--- config.mk ---
export PLATFORM = sky130hd
export DESIGN_NAME = tar_archive_file_lookup_core
export DESIGN_NICKNAME = d
export VERILOG_FILES = /design/src/design/tafl_pkg.sv /design/src/design/tafl_fifo.sv /design/src/design/tafl_front.sv /design/src/design/tafl_scan.sv /design/src/design/tar_archive_file_lookup_core.sv
export SDC_FILE = /design/constraint.sdc
export NUM_CORES = 2
export LEC_CHECK = 0
export ABC_CLOCK_PERIOD_IN_PS = 5500
export BUFFER_PORTS_ARGS = -buffer_cell sky130_fd_sc_hd__buf_2
export CORE_ASPECT_RATIO = 1.2
export CORE_UTILIZATION = 26
export DETAILED_ROUTE_END_ITERATION = 10
export GPL_TIMING_DRIVEN = 0
export PLACE_DENSITY = 0.36
export SLEW_MARGIN = 20
export SYNTH_ARGS = -nofsm -noshare
export SYNTH_HDL_FRONTEND = slang
export SYNTH_SLANG_ARGS = --single-unit
--- constraint.sdc ---
create_clock -name clk -period 5.5 [get_ports clk]
set_input_delay 0 -clock clk [delete_from_list [all_inputs] [get_ports clk]]
set_output_delay 0 -clock clk [all_outputs]
set_load 0.05 [all_outputs]
--- src/design/tafl_pkg.sv ---
package tafl_pkg;

	// Input function codes.
	localparam logic [1:0] FUNC_START  = 2'd0;
	localparam logic [1:0] FUNC_NAME   = 2'd1;
	localparam logic [1:0] FUNC_ARCH   = 2'd2;
	localparam logic [1:0] FUNC_UNUSED = 2'd3;

	// Defaults for the top-level parameters.
	localparam int NAME_MAX_DEF   = 100;
	localparam int ITEM_DEPTH_DEF = 4;
	localparam int OUT_DEPTH_DEF  = 4;

	// Sector and header layout.
	localparam int SECTOR_BYTES = 512;
	localparam int POS_W        = 9;
	localparam int SECT_SH      = 9;
	localparam int HDR_NAME_LEN = 100;
	localparam int SIZE_OFFSET  = 124;
	localparam int SIZE_DIGITS  = 11;
	localparam int SIG_OFFSET   = 257;
	localparam int SIG_LEN      = 5;
	localparam int DECIDE_AT    = SIG_OFFSET + SIG_LEN - 1;

	// Field widths.
	localparam int ADDR_W = 32;
	localparam int SIZE_W = 33;
	localparam int SKIP_W = 25;

	localparam logic [7:0] ASCII_ZERO = 8'h30;

	typedef struct packed {
		logic [1:0] func;
		logic [7:0] data_byte;
		logic       last;
	} in_item_t;

	typedef struct packed {
		logic              found;
		logic [ADDR_W-1:0] start_address;
		logic [ADDR_W-1:0] end_address;
		logic [SIZE_W-1:0] file_size;
	} out_item_t;

	// Fill status of a small queue.
	typedef struct packed {
		logic full;
		logic afull;
		logic empty;
	} fifo_stat_t;

	// Characters of the "ustar" signature by position.
	function automatic logic [7:0] sig_char(input logic [2:0] idx);
		logic [7:0] c;
		case (idx)
			3'd0: c = 8'h75;
			3'd1: c = 8'h73;
			3'd2: c = 8'h74;
			3'd3: c = 8'h61;
			3'd4: c = 8'h72;
			default: c = 8'h00;
		endcase
		return c;
	endfunction

endpackage

--- src/design/tafl_fifo.sv ---
module tafl_fifo import tafl_pkg::*; #(
	parameter int DEPTH = ITEM_DEPTH_DEF,
	parameter int WIDTH = $bits(in_item_t)
) (
	input  logic             clk,
	input  logic             arst_n,
	input  logic             wr_en,
	input  logic [WIDTH-1:0] wr_data,
	input  logic             rd_en,
	output logic [WIDTH-1:0] rd_data,
	output fifo_stat_t       stat
);

	localparam int PTR_W = (DEPTH > 1) ? $clog2(DEPTH) : 1;
	localparam int CNT_W = $clog2(DEPTH + 1);

	logic [WIDTH-1:0] slot_q [DEPTH];
	logic [PTR_W-1:0] wr_ptr_q;
	logic [PTR_W-1:0] rd_ptr_q;
	logic [CNT_W-1:0] count_q;
	logic             do_wr;
	logic             do_rd;

	// Status flags follow the fill count.
	assign stat.full  = (count_q == CNT_W'(DEPTH));
	assign stat.afull = (count_q >= CNT_W'(DEPTH - 1));
	assign stat.empty = (count_q == '0);

	assign do_wr   = wr_en && !stat.full;
	assign do_rd   = rd_en && !stat.empty;
	assign rd_data = slot_q[rd_ptr_q];

	// Storage slots carry no reset.
	always_ff @(posedge clk) begin
		if (do_wr) begin
			slot_q[wr_ptr_q] <= wr_data;
		end
	end

	// Pointers and fill count.
	always_ff @(posedge clk or negedge arst_n) begin
		if (!arst_n) begin
			wr_ptr_q <= '0;
			rd_ptr_q <= '0;
			count_q  <= '0;
		end else begin
			if (do_wr) begin
				wr_ptr_q <= (wr_ptr_q == PTR_W'(DEPTH - 1)) ? '0 : wr_ptr_q + 1'b1;
			end
			if (do_rd) begin
				rd_ptr_q <= (rd_ptr_q == PTR_W'(DEPTH - 1)) ? '0 : rd_ptr_q + 1'b1;
			end
			if (do_wr && !do_rd) begin
				count_q <= count_q + 1'b1;
			end else if (do_rd && !do_wr) begin
				count_q <= count_q - 1'b1;
			end
		end
	end

endmodule

--- src/design/tafl_front.sv ---
module tafl_front import tafl_pkg::*; #(
	parameter int DEPTH = ITEM_DEPTH_DEF
) (
	input  logic     clk,
	input  logic     arst_n,
	input  logic     push,
	input  in_item_t item,
	output logic     full,
	output in_item_t head,
	output logic     head_valid,
	input  logic     head_pop
);

	fifo_stat_t       stat;
	logic             keep;
	logic [$bits(in_item_t)-1:0] head_bits;

	// Accept every beat while there is room; unused function codes are dropped here.
	assign full = stat.full;
	assign keep = push && !stat.full && (item.func != FUNC_UNUSED);

	tafl_fifo #(
		.DEPTH(DEPTH),
		.WIDTH($bits(in_item_t))
	) u_item_q (
		.clk    (clk),
		.arst_n (arst_n),
		.wr_en  (keep),
		.wr_data(item),
		.rd_en  (head_pop),
		.rd_data(head_bits),
		.stat   (stat)
	);

	assign head       = in_item_t'(head_bits);
	assign head_valid = !stat.empty;

endmodule

--- src/design/tafl_scan.sv ---
module tafl_scan import tafl_pkg::*; #(
	parameter int NAME_MAX = NAME_MAX_DEF
) (
	input  logic              clk,
	input  logic              arst_n,
	input  logic [ADDR_W-1:0] base_address,
	input  in_item_t          item,
	input  logic              item_valid,
	output logic              item_pop,
	input  fifo_stat_t        res_stat,
	output logic              res_push,
	output out_item_t         res
);

	localparam int IDX_W = (NAME_MAX > 1) ? $clog2(NAME_MAX) : 1;
	localparam int LEN_W = $clog2(NAME_MAX + 1);

	// First stage state: position within the sector and header bookkeeping.
	logic [POS_W-1:0]  pos_q;
	logic [ADDR_W-1:0] arc_off_q;
	logic [ADDR_W-1:0] hdr_start_q;
	logic [SIZE_W-1:0] size_q;
	logic [SKIP_W-1:0] skip_q;
	logic              data_q;
	logic              nul_q;
	logic              sigbad_q;
	logic [LEN_W-1:0]  want_len_q;
	logic [7:0]        name_mem [NAME_MAX];

	// Second stage: name compare result and the hit decision.
	logic              valid_s2;
	logic [1:0]        func_s2;
	logic              last_s2;
	logic [7:0]        byte_s2;
	logic [7:0]        rdata_s2;
	logic              cmp_s2;
	logic              clr_s2;
	logic              decide_s2;
	logic [SIZE_W-1:0] size_s2;
	logic [ADDR_W-1:0] hstart_s2;
	logic              mismatch_q;
	logic              done_q;

	logic              adv;
	logic              is_start;
	logic              is_name;
	logic              is_arch;
	logic              hdr;
	logic              p0;
	logic              nul_cur;
	logic              sigbad_cur;
	logic              sigbad_new;
	logic [SIZE_W-1:0] size_cur;
	logic [SIZE_W-1:0] size_new;
	logic              in_name;
	logic              in_size;
	logic              in_sig;
	logic [2:0]        sig_idx;
	logic              cmp_en;
	logic              sector_end;
	logic [SKIP_W-1:0] skip_dec;
	logic              name_room;
	logic              arch_s2;
	logic              mism_new;
	logic              hit;
	logic              miss_set;
	logic [SIZE_W:0]   round_up;
	logic [ADDR_W-1:0] start_a;

	// Take the next item only when a result it may cause is sure to find room.
	assign adv      = item_valid && !res_stat.full && !(res_stat.afull && valid_s2);
	assign item_pop = adv;

	assign is_start = (item.func == FUNC_START);
	assign is_name  = (item.func == FUNC_NAME);
	assign is_arch  = (item.func == FUNC_ARCH);

	// Header field decode for the byte at the head of the queue.
	assign hdr        = !data_q;
	assign p0         = (pos_q == '0);
	assign nul_cur    = nul_q && !p0;
	assign sigbad_cur = sigbad_q && !p0;
	assign size_cur   = p0 ? '0 : size_q;
	assign in_name    = (pos_q < POS_W'(HDR_NAME_LEN));
	assign in_size    = (pos_q >= POS_W'(SIZE_OFFSET)) &&
		(pos_q < POS_W'(SIZE_OFFSET + SIZE_DIGITS));
	assign in_sig     = (pos_q >= POS_W'(SIG_OFFSET)) && (pos_q < POS_W'(SIG_OFFSET + SIG_LEN));
	assign sig_idx    = 3'(pos_q - POS_W'(SIG_OFFSET));
	assign sigbad_new = sigbad_cur || (in_sig && (item.data_byte != sig_char(sig_idx)));
	assign size_new   = in_size ?
		({size_cur[SIZE_W-4:0], 3'b000} + SIZE_W'(item.data_byte) - SIZE_W'(ASCII_ZERO)) :
		size_cur;
	assign cmp_en     = hdr && in_name && !nul_cur && (item.data_byte != 8'h00) &&
		((POS_W + 1)'(pos_q) < (POS_W + 1)'(want_len_q));
	assign sector_end = (pos_q == POS_W'(SECTOR_BYTES - 1));
	assign skip_dec   = skip_q - SKIP_W'(skip_q != '0);
	assign name_room  = (want_len_q < LEN_W'(NAME_MAX));

	// Sector position, offsets, size field and header flags.
	always_ff @(posedge clk or negedge arst_n) begin
		if (!arst_n) begin
			pos_q       <= '0;
			arc_off_q   <= '0;
			hdr_start_q <= '0;
			size_q      <= '0;
			data_q      <= 1'b0;
			nul_q       <= 1'b0;
			sigbad_q    <= 1'b0;
			want_len_q  <= '0;
		end else if (adv) begin
			if (is_start) begin
				pos_q      <= '0;
				arc_off_q  <= '0;
				size_q     <= '0;
				data_q     <= 1'b0;
				nul_q      <= 1'b0;
				sigbad_q   <= 1'b0;
				want_len_q <= '0;
			end else if (is_name) begin
				if (name_room) begin
					want_len_q <= want_len_q + 1'b1;
				end
			end else if (is_arch) begin
				pos_q     <= pos_q + 1'b1;
				arc_off_q <= arc_off_q + 1'b1;
				if (hdr) begin
					if (p0) begin
						hdr_start_q <= arc_off_q + ADDR_W'(SECTOR_BYTES);
					end
					nul_q    <= nul_cur || (in_name && (item.data_byte == 8'h00));
					sigbad_q <= sigbad_new;
					size_q   <= size_new;
				end
				if (sector_end) begin
					data_q <= hdr ? (skip_q != '0) : (skip_dec != '0);
				end
			end
		end
	end

	// Sectors still to skip: set by a miss decision, counted down in data mode.
	always_ff @(posedge clk or negedge arst_n) begin
		if (!arst_n) begin
			skip_q <= '0;
		end else if (adv && is_start) begin
			skip_q <= '0;
		end else if (miss_set) begin
			skip_q <= round_up[SIZE_W:SECT_SH];
		end else if (adv && is_arch) begin
			if (hdr && p0) begin
				skip_q <= '0;
			end else if (!hdr && sector_end) begin
				skip_q <= skip_dec;
			end
		end
	end

	// Wanted name store, written at the fill point and read at the sector position.
	always_ff @(posedge clk) begin
		if (adv && is_name && name_room) begin
			name_mem[want_len_q[IDX_W-1:0]] <= item.data_byte;
		end
		if (adv) begin
			rdata_s2 <= name_mem[pos_q[IDX_W-1:0]];
		end
	end

	// Stage register payload.
	always_ff @(posedge clk) begin
		if (adv) begin
			func_s2   <= item.func;
			last_s2   <= item.last;
			byte_s2   <= item.data_byte;
			cmp_s2    <= is_arch && cmp_en;
			clr_s2    <= is_arch && hdr && p0;
			decide_s2 <= is_arch && hdr && (pos_q == POS_W'(DECIDE_AT)) && !sigbad_new;
			size_s2   <= size_new;
			hstart_s2 <= hdr_start_q;
		end
	end

	always_ff @(posedge clk or negedge arst_n) begin
		if (!arst_n) begin
			valid_s2 <= 1'b0;
		end else begin
			valid_s2 <= adv;
		end
	end

	// Hit decision once the signature has been seen.
	assign arch_s2  = valid_s2 && (func_s2 == FUNC_ARCH) && !done_q;
	assign mism_new = (mismatch_q && !clr_s2) || (cmp_s2 && (byte_s2 != rdata_s2));
	assign hit      = arch_s2 && decide_s2 && !mism_new;
	assign miss_set = arch_s2 && decide_s2 && mism_new;
	assign round_up = {1'b0, size_s2} + (SIZE_W + 1)'(SECTOR_BYTES - 1);
	assign start_a  = base_address + hstart_s2;

	assign res_push          = hit || (arch_s2 && last_s2);
	assign res.found         = hit;
	assign res.start_address = hit ? start_a : '0;
	assign res.end_address   = hit ? (start_a + size_s2[ADDR_W-1:0]) : '0;
	assign res.file_size     = hit ? size_s2 : '0;

	// Name mismatch and lookup-finished flags.
	always_ff @(posedge clk or negedge arst_n) begin
		if (!arst_n) begin
			mismatch_q <= 1'b0;
			done_q     <= 1'b0;
		end else if (valid_s2 && (func_s2 == FUNC_START)) begin
			mismatch_q <= 1'b0;
			done_q     <= 1'b0;
		end else if (arch_s2) begin
			mismatch_q <= mism_new;
			if (res_push) begin
				done_q <= 1'b1;
			end
		end
	end

endmodule

--- src/design/tar_archive_file_lookup_core.sv ---
// Tar archive file lookup. Push a start beat, then the wanted name one byte per beat, then the
// archive one byte per beat with last set on its final byte. Each 512-byte sector that carries
// the ustar signature is taken as a header; on a name match one result is queued with the
// file's start and end address (base_address added) and its size, and when the archive ends
// without a match one result with found clear and all other fields zero. The core takes one
// beat per clock; a result is decided in the second scan stage and then registered into the
// result queue, and input stalls only when the short result queue cannot hold one more result
// behind the one in the decision stage. base_address may be rewritten only while no lookup is
// under way.
module tar_archive_file_lookup_core import tafl_pkg::*; #(
	parameter int NAME_MAX   = NAME_MAX_DEF,
	parameter int ITEM_DEPTH = ITEM_DEPTH_DEF,
	parameter int OUT_DEPTH  = OUT_DEPTH_DEF
) (
	input  logic              clk,
	input  logic              arst_n,
	input  logic              push,
	input  in_item_t          item,
	output logic              full,
	output logic              empty,
	input  logic              pop,
	output out_item_t         result,
	input  logic              base_we,
	input  logic [ADDR_W-1:0] base_wdata
);

	logic [ADDR_W-1:0]            base_q;
	in_item_t                     head;
	logic                         head_valid;
	logic                         head_pop;
	fifo_stat_t                   res_stat;
	logic                         res_push;
	out_item_t                    res;
	logic [$bits(out_item_t)-1:0] res_bits;

	// Base address register.
	always_ff @(posedge clk or negedge arst_n) begin
		if (!arst_n) begin
			base_q <= '0;
		end else if (base_we) begin
			base_q <= base_wdata;
		end
	end

	// Front: accept and classify beats into the item queue.
	tafl_front #(
		.DEPTH(ITEM_DEPTH)
	) u_front (
		.clk       (clk),
		.arst_n    (arst_n),
		.push      (push),
		.item      (item),
		.full      (full),
		.head      (head),
		.head_valid(head_valid),
		.head_pop  (head_pop)
	);

	// Back: header scan and match decision.
	tafl_scan #(
		.NAME_MAX(NAME_MAX)
	) u_scan (
		.clk         (clk),
		.arst_n      (arst_n),
		.base_address(base_q),
		.item        (head),
		.item_valid  (head_valid),
		.item_pop    (head_pop),
		.res_stat    (res_stat),
		.res_push    (res_push),
		.res         (res)
	);

	// Result queue towards the consumer.
	tafl_fifo #(
		.DEPTH(OUT_DEPTH),
		.WIDTH($bits(out_item_t))
	) u_res_q (
		.clk    (clk),
		.arst_n (arst_n),
		.wr_en  (res_push),
		.wr_data(res),
		.rd_en  (pop),
		.rd_data(res_bits),
		.stat   (res_stat)
	);

	assign result = out_item_t'(res_bits);
	assign empty  = res_stat.empty;

endmodule

Word-level counts from Yosys, hierarchy flattened
Memory sizes are Yosys's and may differ from the RTL's. A register that Yosys moved wholly into a read port is not among the register bits.
Cells that the tools add are included.
{ "totals": {"regBits": 269, "ram_bits": 1236, "in_bits": 48, "out_inout_bits": 100, "elab_cells": 226, "n_memories": 3} }
{ "mem_list": {"columns": ["memory", "words", "word_bits", "read_ports", "rd_ports_with_merged_regs", "write_ports", "line", "source"], "rows": [
  ["u_scan.name_mem", 100, 8, 1, 1, 1, "tafl_scan.sv:28", "logic [7:0] name_mem [NAME_MAX];"],
  ["u_res_q.slot_q", 4, 98, 1, 0, 1, "tafl_fifo.sv:17", "logic [WIDTH-1:0] slot_q [DEPTH];"],
  ["u_front.u_item_q.slot_q", 4, 11, 1, 0, 1, "tafl_fifo.sv:17", null]
]} }
{ "classes": {"addsub": 19, "n_lt_le_gt_ge": 8, "n_eq_ne": 20, "n_mux": 56, "bitwise_logic": 3, "reduce_logical": 90} }
{ "op_table": {"columns": ["cell", "count"], "rows": [
  ["$mux W33", 7],
  ["$mux W32", 5],
  ["$mux W25", 5],
  ["$add A32 B32 Y32", 2],
  ["$reduce_bool A25 Y1", 2],
  ["$logic_and A1 B1 Y1", 43],
  ["$pmux W7 S5", 1],
  ["$add A33 B9 Y34 const B", 1],
  ["$add A33 B8 Y33", 1],
  ["$sub A33 B6 Y33 const B", 1],
  ["$add A32 B1 Y32 const B", 1],
  ["$add A32 B10 Y32 const B", 1],
  ["$mux W9", 3],
  ["$sub A25 B1 Y25", 1],
  ["$mux W1", 24],
  ["$mux W7", 3],
  ["$eq A9 B9 Y1 const B", 2],
  ["$logic_not A1 Y1", 16],
  ["$reduce_bool A2 Y1", 8],
  ["$eq A2 B2 Y1 const B", 6],
  ["$mux W3", 4],
  ["$add A9 B1 Y9 const B", 1],
  ["$eq A3 B3 Y1 const B", 3],
  ["$ge A9 B7 Y1 const B", 1],
  ["32 further kinds", 54]
]} }

Logic depth before layout (Yosys ltp)
{ "depth": {"word_depth": 11, "mapped_depth": 23, "depth_no_buf": 21} }

Cells and area by module
A second synthesis with hierarchy kept.
{ "unflattened": {"cells_unflattened": 3857, "hier_area_um2": 65162.5} }
{ "modules_own_cells": {"columns": ["module", "instances", "cells_each", "area_each_um2", "seq_area_each_um2"], "rows": [
  ["tafl_scan", 1, 3141, 47182.8, 30239.0],
  ["tafl_fifo (u_res_q)", 1, 550, 14555.2, 11946.5],
  ["tafl_fifo (u_front.u_item_q)", 1, 95, 2059.5, 1496.4],
  ["tar_archive_file_lookup_core", 1, 68, 1345.0, 800.8],
  ["tafl_front", 1, 3, 20.0, 0.0]
]} }

Worst setup path before layout
No wires, ideal clock.
{ "synth_timing": {"path_kind": "register -> register", "start": "register u_scan.pos_q[1]", "end": "register u_scan.size_s2[31], data pin", "setup_ps": 264, "t_arrival_ps": 4738, "required_time_ps": 5236, "setup_slack_ps": 498, "stages_incl_launch_ff": 23, "n_path_buf": 6, "synth_period_minus_slack_ps": 5002, "cell_sequence": "dfrtp_1 -> clkbuf_1 -> buf_2 -> inv_2 -> buf_2 -> buf_2 -> ha_1 -> nor2b_1 -> nand3_2 -> clkbuf_1 -> buf_1 -> nand2_1 -> inv_1 -> ha_1 -> a21o_1 -> a21o_1 -> a211o_1 -> nor3_2 -> o21ai_1 -> a311o_2 -> a221oi_2 -> xor2_1 -> o21ai_1"} }
{ "synth_between": {"elab_chain_len": 5, "word_cells_on_any_way": 8, "classes_between": "add/sub (2); order compare (2); mux (2); reduce/logical (2)"} }
{ "synth_lines": {"columns": ["element", "line", "source"], "rows": [
  ["from (decl)", "tafl_scan.sv:19", "logic [POS_W-1:0] pos_q;"],
  ["from (signal assigned)", "tafl_scan.sv:124", "pos_q <= pos_q + 1'b1;"],
  ["$logic_not A9 Y1", "tafl_scan.sv:80", "assign p0 = (pos_q == '0);"],
  ["$mux W33", "tafl_scan.sv:83", "assign size_cur = p0 ? '0 : size_q;"],
  ["$add A33 B8 Y33", "tafl_scan.sv:91", "({size_cur[SIZE_W-4:0], 3'b000} + SIZE_W'(item.data_byte) - SIZE_W'(ASCII_ZERO)) :"],
  ["$sub A33 B6 Y33", "tafl_scan.sv:91", null],
  ["$mux W33 *", "tafl_scan.sv:90", "assign size_new = in_size ?"],
  ["via u_scan.size_new[31]", "tafl_scan.sv:54", "logic [SIZE_W-1:0] size_new;"],
  ["to (signal assigned)", "tafl_scan.sv:177", "size_s2 <= size_new;"],
  ["to (decl)", "tafl_scan.sv:39", "logic [SIZE_W-1:0] size_s2;"]
]} }
The timed path passes the listed nets; every way through them passes the cells marked *.
A chain may end at the register's enable or synchronous reset.

Final worst setup path
{ "layout_timing": {"start": "register u_scan.pos_q[1]", "end": "register u_scan.size_s2[24], data pin"} }
Same word-level chain as after synthesis.

==> impl_metrics.py <==
metrics = {
    "finish": {
        "area_delta_synth_final_pct": 19.38,
        "final_common_cell": "edfxtp_1",
        "finalNonFillerCells": 7796,
        "final_util": 0.3127,
        "drive_gt1_frac": 0.2107,
        "stdcell_area_sq_um": 77470,
        "fin_nets": 4603,
        "final_cell_mix": "edfxtp_1, mux4_2, nor2_1",
    },
    "grt": {
        "grt_pass1_vias": 38404,
        "antenna_found_initial": 11,
        "grt_max_degree": 82,
        "grt.overflow.total": 0,
        "grt_util_all_layers": 0.1616,
        "grt_pass1_wl_um": 289900,
    },
    "critical_path": {
        "path_common_cell": "ha_1",
        "cpMaxStageDelayCell": "dfrtp_2",
        "crit_path_max_fanout": 11,
        "r2r_slack_ns": 0.26,
        "critical_path_buf_inv_count": 6,
        "arrival_ns": 5.79,
        "start_kind": "flip-flop",
        "cp_top_family": "adder cells",
        "crit_type": "reg2reg",
        "timing.rr.end": "u_scan.size_s2[24]",
        "slowest_delay_ns": 0.43,
        "reg2reg_from": "u_scan.pos_q[1]",
        "crit_chain": "clkbuf_4 > buf_6 > clkinv_8 > buf_16 > ha_1 > nor2b_2 > nand3_4 > buf_8 > nand2_1 > ha_1 > inv_1 > ha_1 > fa_1 > a21o_1 > a21oi_2 > o21bai_1 > a32o_1 > a21oi_4 > nand2b_2 > a21oi_1 > xor2_1 > mux2_2",
        "r2r_cells": 22,
        "worstPathRequired_ns": 6.05,
        "cp-end-kind": "flip-flop",
    },
    "detailed_routing": {
        "vias": 36166,
        "wire_per_inst_um": 26.16,
        "drtAntennaViolNets": 0,
        "drt_first_pass_iters": 6,
        "remaining_drc_errors": 0,
        "wl_um": 204000,
        "viasPerCell": 4.639,
        "drtIter0Drc": 2482,
    },
    "timing": {
        "finalHoldViolCount": 0,
        "fin_skew_ns": 0.03660,
        "period_needed_ns": 5.242,
        "slew_violations": 0,
        "rsz0062_at_grt": "no",
        "slew_headroom": 0.2506,
        "worst_pin_slew_ns": 1.124,
        "max_freq_mhz": 190.8,
        "setup_violations": 0,
        "setup_ws_ns": 0.2579,
        "min_period_over_period": 0.9531,
    },
    "synth": {
        "ys_warn_count": 0,
        "synthesis.area_sq_um": 64900,
        "async_flop_share": 0.1256,
        "synth_edf_count": 1323,
        "synth_fp_nets": 4145,
        "synth_top_cells_by_area": "edfxtp_1, mux4_2, dfrtp_1, ha_1, nor2_1",
        "synth_top_cell_by_area": "edfxtp_1",
        "syn_inst": 3963,
        "ys_types": 90,
        "ys_ff_latch": 1513,
        "synthFlopType": "edfxtp_1",
        "synth.avg_cell_area_sq_um": 16.38,
        "synth_top_area_frac": 0.6122,
        "ys_seq_area_frac": 0.6854,
    },
    "floorplanning": {
        "dieHeight_um": 549.3,
        "start_util": 0.2620,
        "io_pins": 148,
        "placementRows": 200,
        "die_area_sq_um": 251600,
        "dieWidth_um": 458.1,
        "coreArea_sq_um": 247700,
    },
    "pwr": {
        "power.total_mw": 44.59,
        "seqPwrFrac": 0.346,
        "p_switching_mw": 17.26,
        "pwr-share-clk": 0.256,
        "pwr-share-comb": 0.397,
        "p_int_mw": 27.33,
        "powerDensity_nw_per_um2": 575.5,
        "vdd_drop_max_v": 0.0003149,
        "p_leak_nw": 26.93,
        "p_sw_frac": 0.3871,
    },
    "clocking": {
        "numCtsBuffers": 169,
        "clk_latency_ns": 0.82,
        "cts_sinks": 1513,
        "clk_pin_slew_worst_paths_ns": 0.06,
        "clk_path_buf_depth": 3,
        "clockRootBuffer": "clkbuf_16",
        "cts_tree": "yes",
        "h-tree-depth": 4,
    },
    "min_path": {
        "holdPathStages": 3,
        "hp-start": "pop",
        "worstHoldEndpoint": "u_res_q.rd_ptr_q[0]",
        "hp-class": "in2reg",
    },
    "placement": {
        "dp_slack_ns": -2.074,
        "dp_cells": 7365,
        "port_buffers": 146,
        "hpwl_um": 141800,
        "dpl_cell_area_sq_um": 70360,
        "gp_congestion": 0.8242,
    },
    "run_status": {
        "outcome": "finished, final reports clean",
    },
    "flow_run": {
        "drv_cap": 0,
    },
}
[synth_stat cells, drive strengths merged (6+ instances only)]
cell / count
o31ai: 9
mux4: 331
dfrtp: 190
nand4: 30
a221oi: 6
a21o: 45
inv: 93
nor3b: 7
a211o: 6
nand2: 265
a31oi: 14
or2: 8
ha: 129
and2: 78
a22o: 25
nand3: 58
or3: 19
o21bai: 8
clkbuf: 107
and3: 23
mux2: 37
a21boi: 9
nor2b: 13
mux2i: 54
a211oi: 23
o221ai: 8
edfxtp: 1323
buf: 70
o21a: 19
xnor2: 87
o22ai: 23
o21ai: 178
nor4: 16
nor3: 50
xor2: 72
o211ai: 11
nor2: 286
nand2b: 13
a21oi: 157
[cell families (layout without fill, tap and decap cells)]
| kind of cell | count (synthesis) | after routing | synth area share |
|---|---|---|---|
| AOI/OAI and AO/OA | 576 | 576 | 0.05524 |
| muxes | 422 | 424 | 0.1296 |
| and+or+nand+nor | 888 | 888 | 0.06466 |
| DFF | 1513 | 1513 | 0.6854 |
| buffers and inverters | 270 | 866 | 0.01683 |
| other | 0 | 3 | 0 |
| xor gates and xnor gates | 160 | 160 | 0.02181 |
| adders and majority gates | 134 | 134 | 0.02641 |
[power by group through the flow]
stage          logic, mW  registers [mW]  clock network (mW)
3_5_place_dp        17.5            15.7                   0
2_1_floorplan       11.0            15.3                   0
3_3_place_gp        17.0            15.9                   0
5_1_grt             19.2            15.5                12.2
4_1_cts             17.9            15.5                11.8
6_report            17.7            15.4                11.4
[what timing repair did]
| action | 4_1_cts | 5_1_grt |
|---|---|---|
| pin swaps | 3 | 10 |
| endpoints found under the hold margin | 228 | 0 |
| setup buffers | 2 | 12 |
| gates cloned | 2 | 1 |
| hold buffers | 102 | 0 |
| gates resized for setup | 42 | 31 |
| setup endpoints to repair | 89 | 46 |
[cell type report]
cell class,instances,area [sq um]
clock buffer,232,4796
fill,24451,170300
antenna,3,7.507
buffer,175,828.3
timing repair buffer,287,2557
clock inverter,79,745.7
inverter,93,370.4
multi-input combinational,2182,19640
sequential,1513,44480
tap,3232,4044
[metrics by stage]
stage | setup TNS, ns | hold slack, ns
final | 0 | 0.04582
after global routing | 0 | 0.03663
after CTS | 0 | 0.007555
after detailed placement | -92.82 | -0.03905
after global placement | -1326.92 | 0.2205
after floorplan | 0 | -0.2956
[metal layers]
layer / wire, um / vias to the layer above / track usage
met4: 6899 / 2 / 0.05778
li1: - / 16454 / -
met1: 86360 / 18731 / 0.2011
met2: 104100 / 720 / 0.2852
met5: 8 / - / 0
met3: 6608 / 259 / 0.02163
[tightest hold or removal path: stages]
cell and delay, ns:
buf_2 0.08, nand2b_1 0.40, a21o_1 0.32
[how the worst max path moves through the flow]
stage | cells after the start | start | slack (ns) | endpoint
floorplan | 22 | u_scan.pos_q[1] | 0.50 | u_scan.size_s2[31]
global placement | 9 | u_scan.rdata_s2[7] | -3.13 | u_res_q.slot_q[3][86]
detailed placement | 22 | u_scan.pos_q[1] | -2.07 | u_scan.size_s2[31]
CTS | 15 | u_front.u_item_q.rd_ptr_q[0] | 0.001 | u_scan.size_s2[31]
global route | 20 | u_scan.pos_q[1] | 0.007 | u_scan.size_s2[31]
finish | 22 | u_scan.pos_q[1] | 0.26 | u_scan.size_s2[24]
[registers in the layout, indices dropped and copies added, names as in the netlist, 25 cells and up]
name                     flops
base_q                      32
u_scan.hstart_s2            32
u_scan.size_q               33
u_scan.skip_q               25
u_front.u_item_q.slot_q     44
u_scan.size_s2              33
u_scan.arc_off_q            32
u_res_q.slot_q             392
u_scan.name_mem            800
u_scan.hdr_start_q          32
No activity file was read; power rests on OpenSTA's default activity.
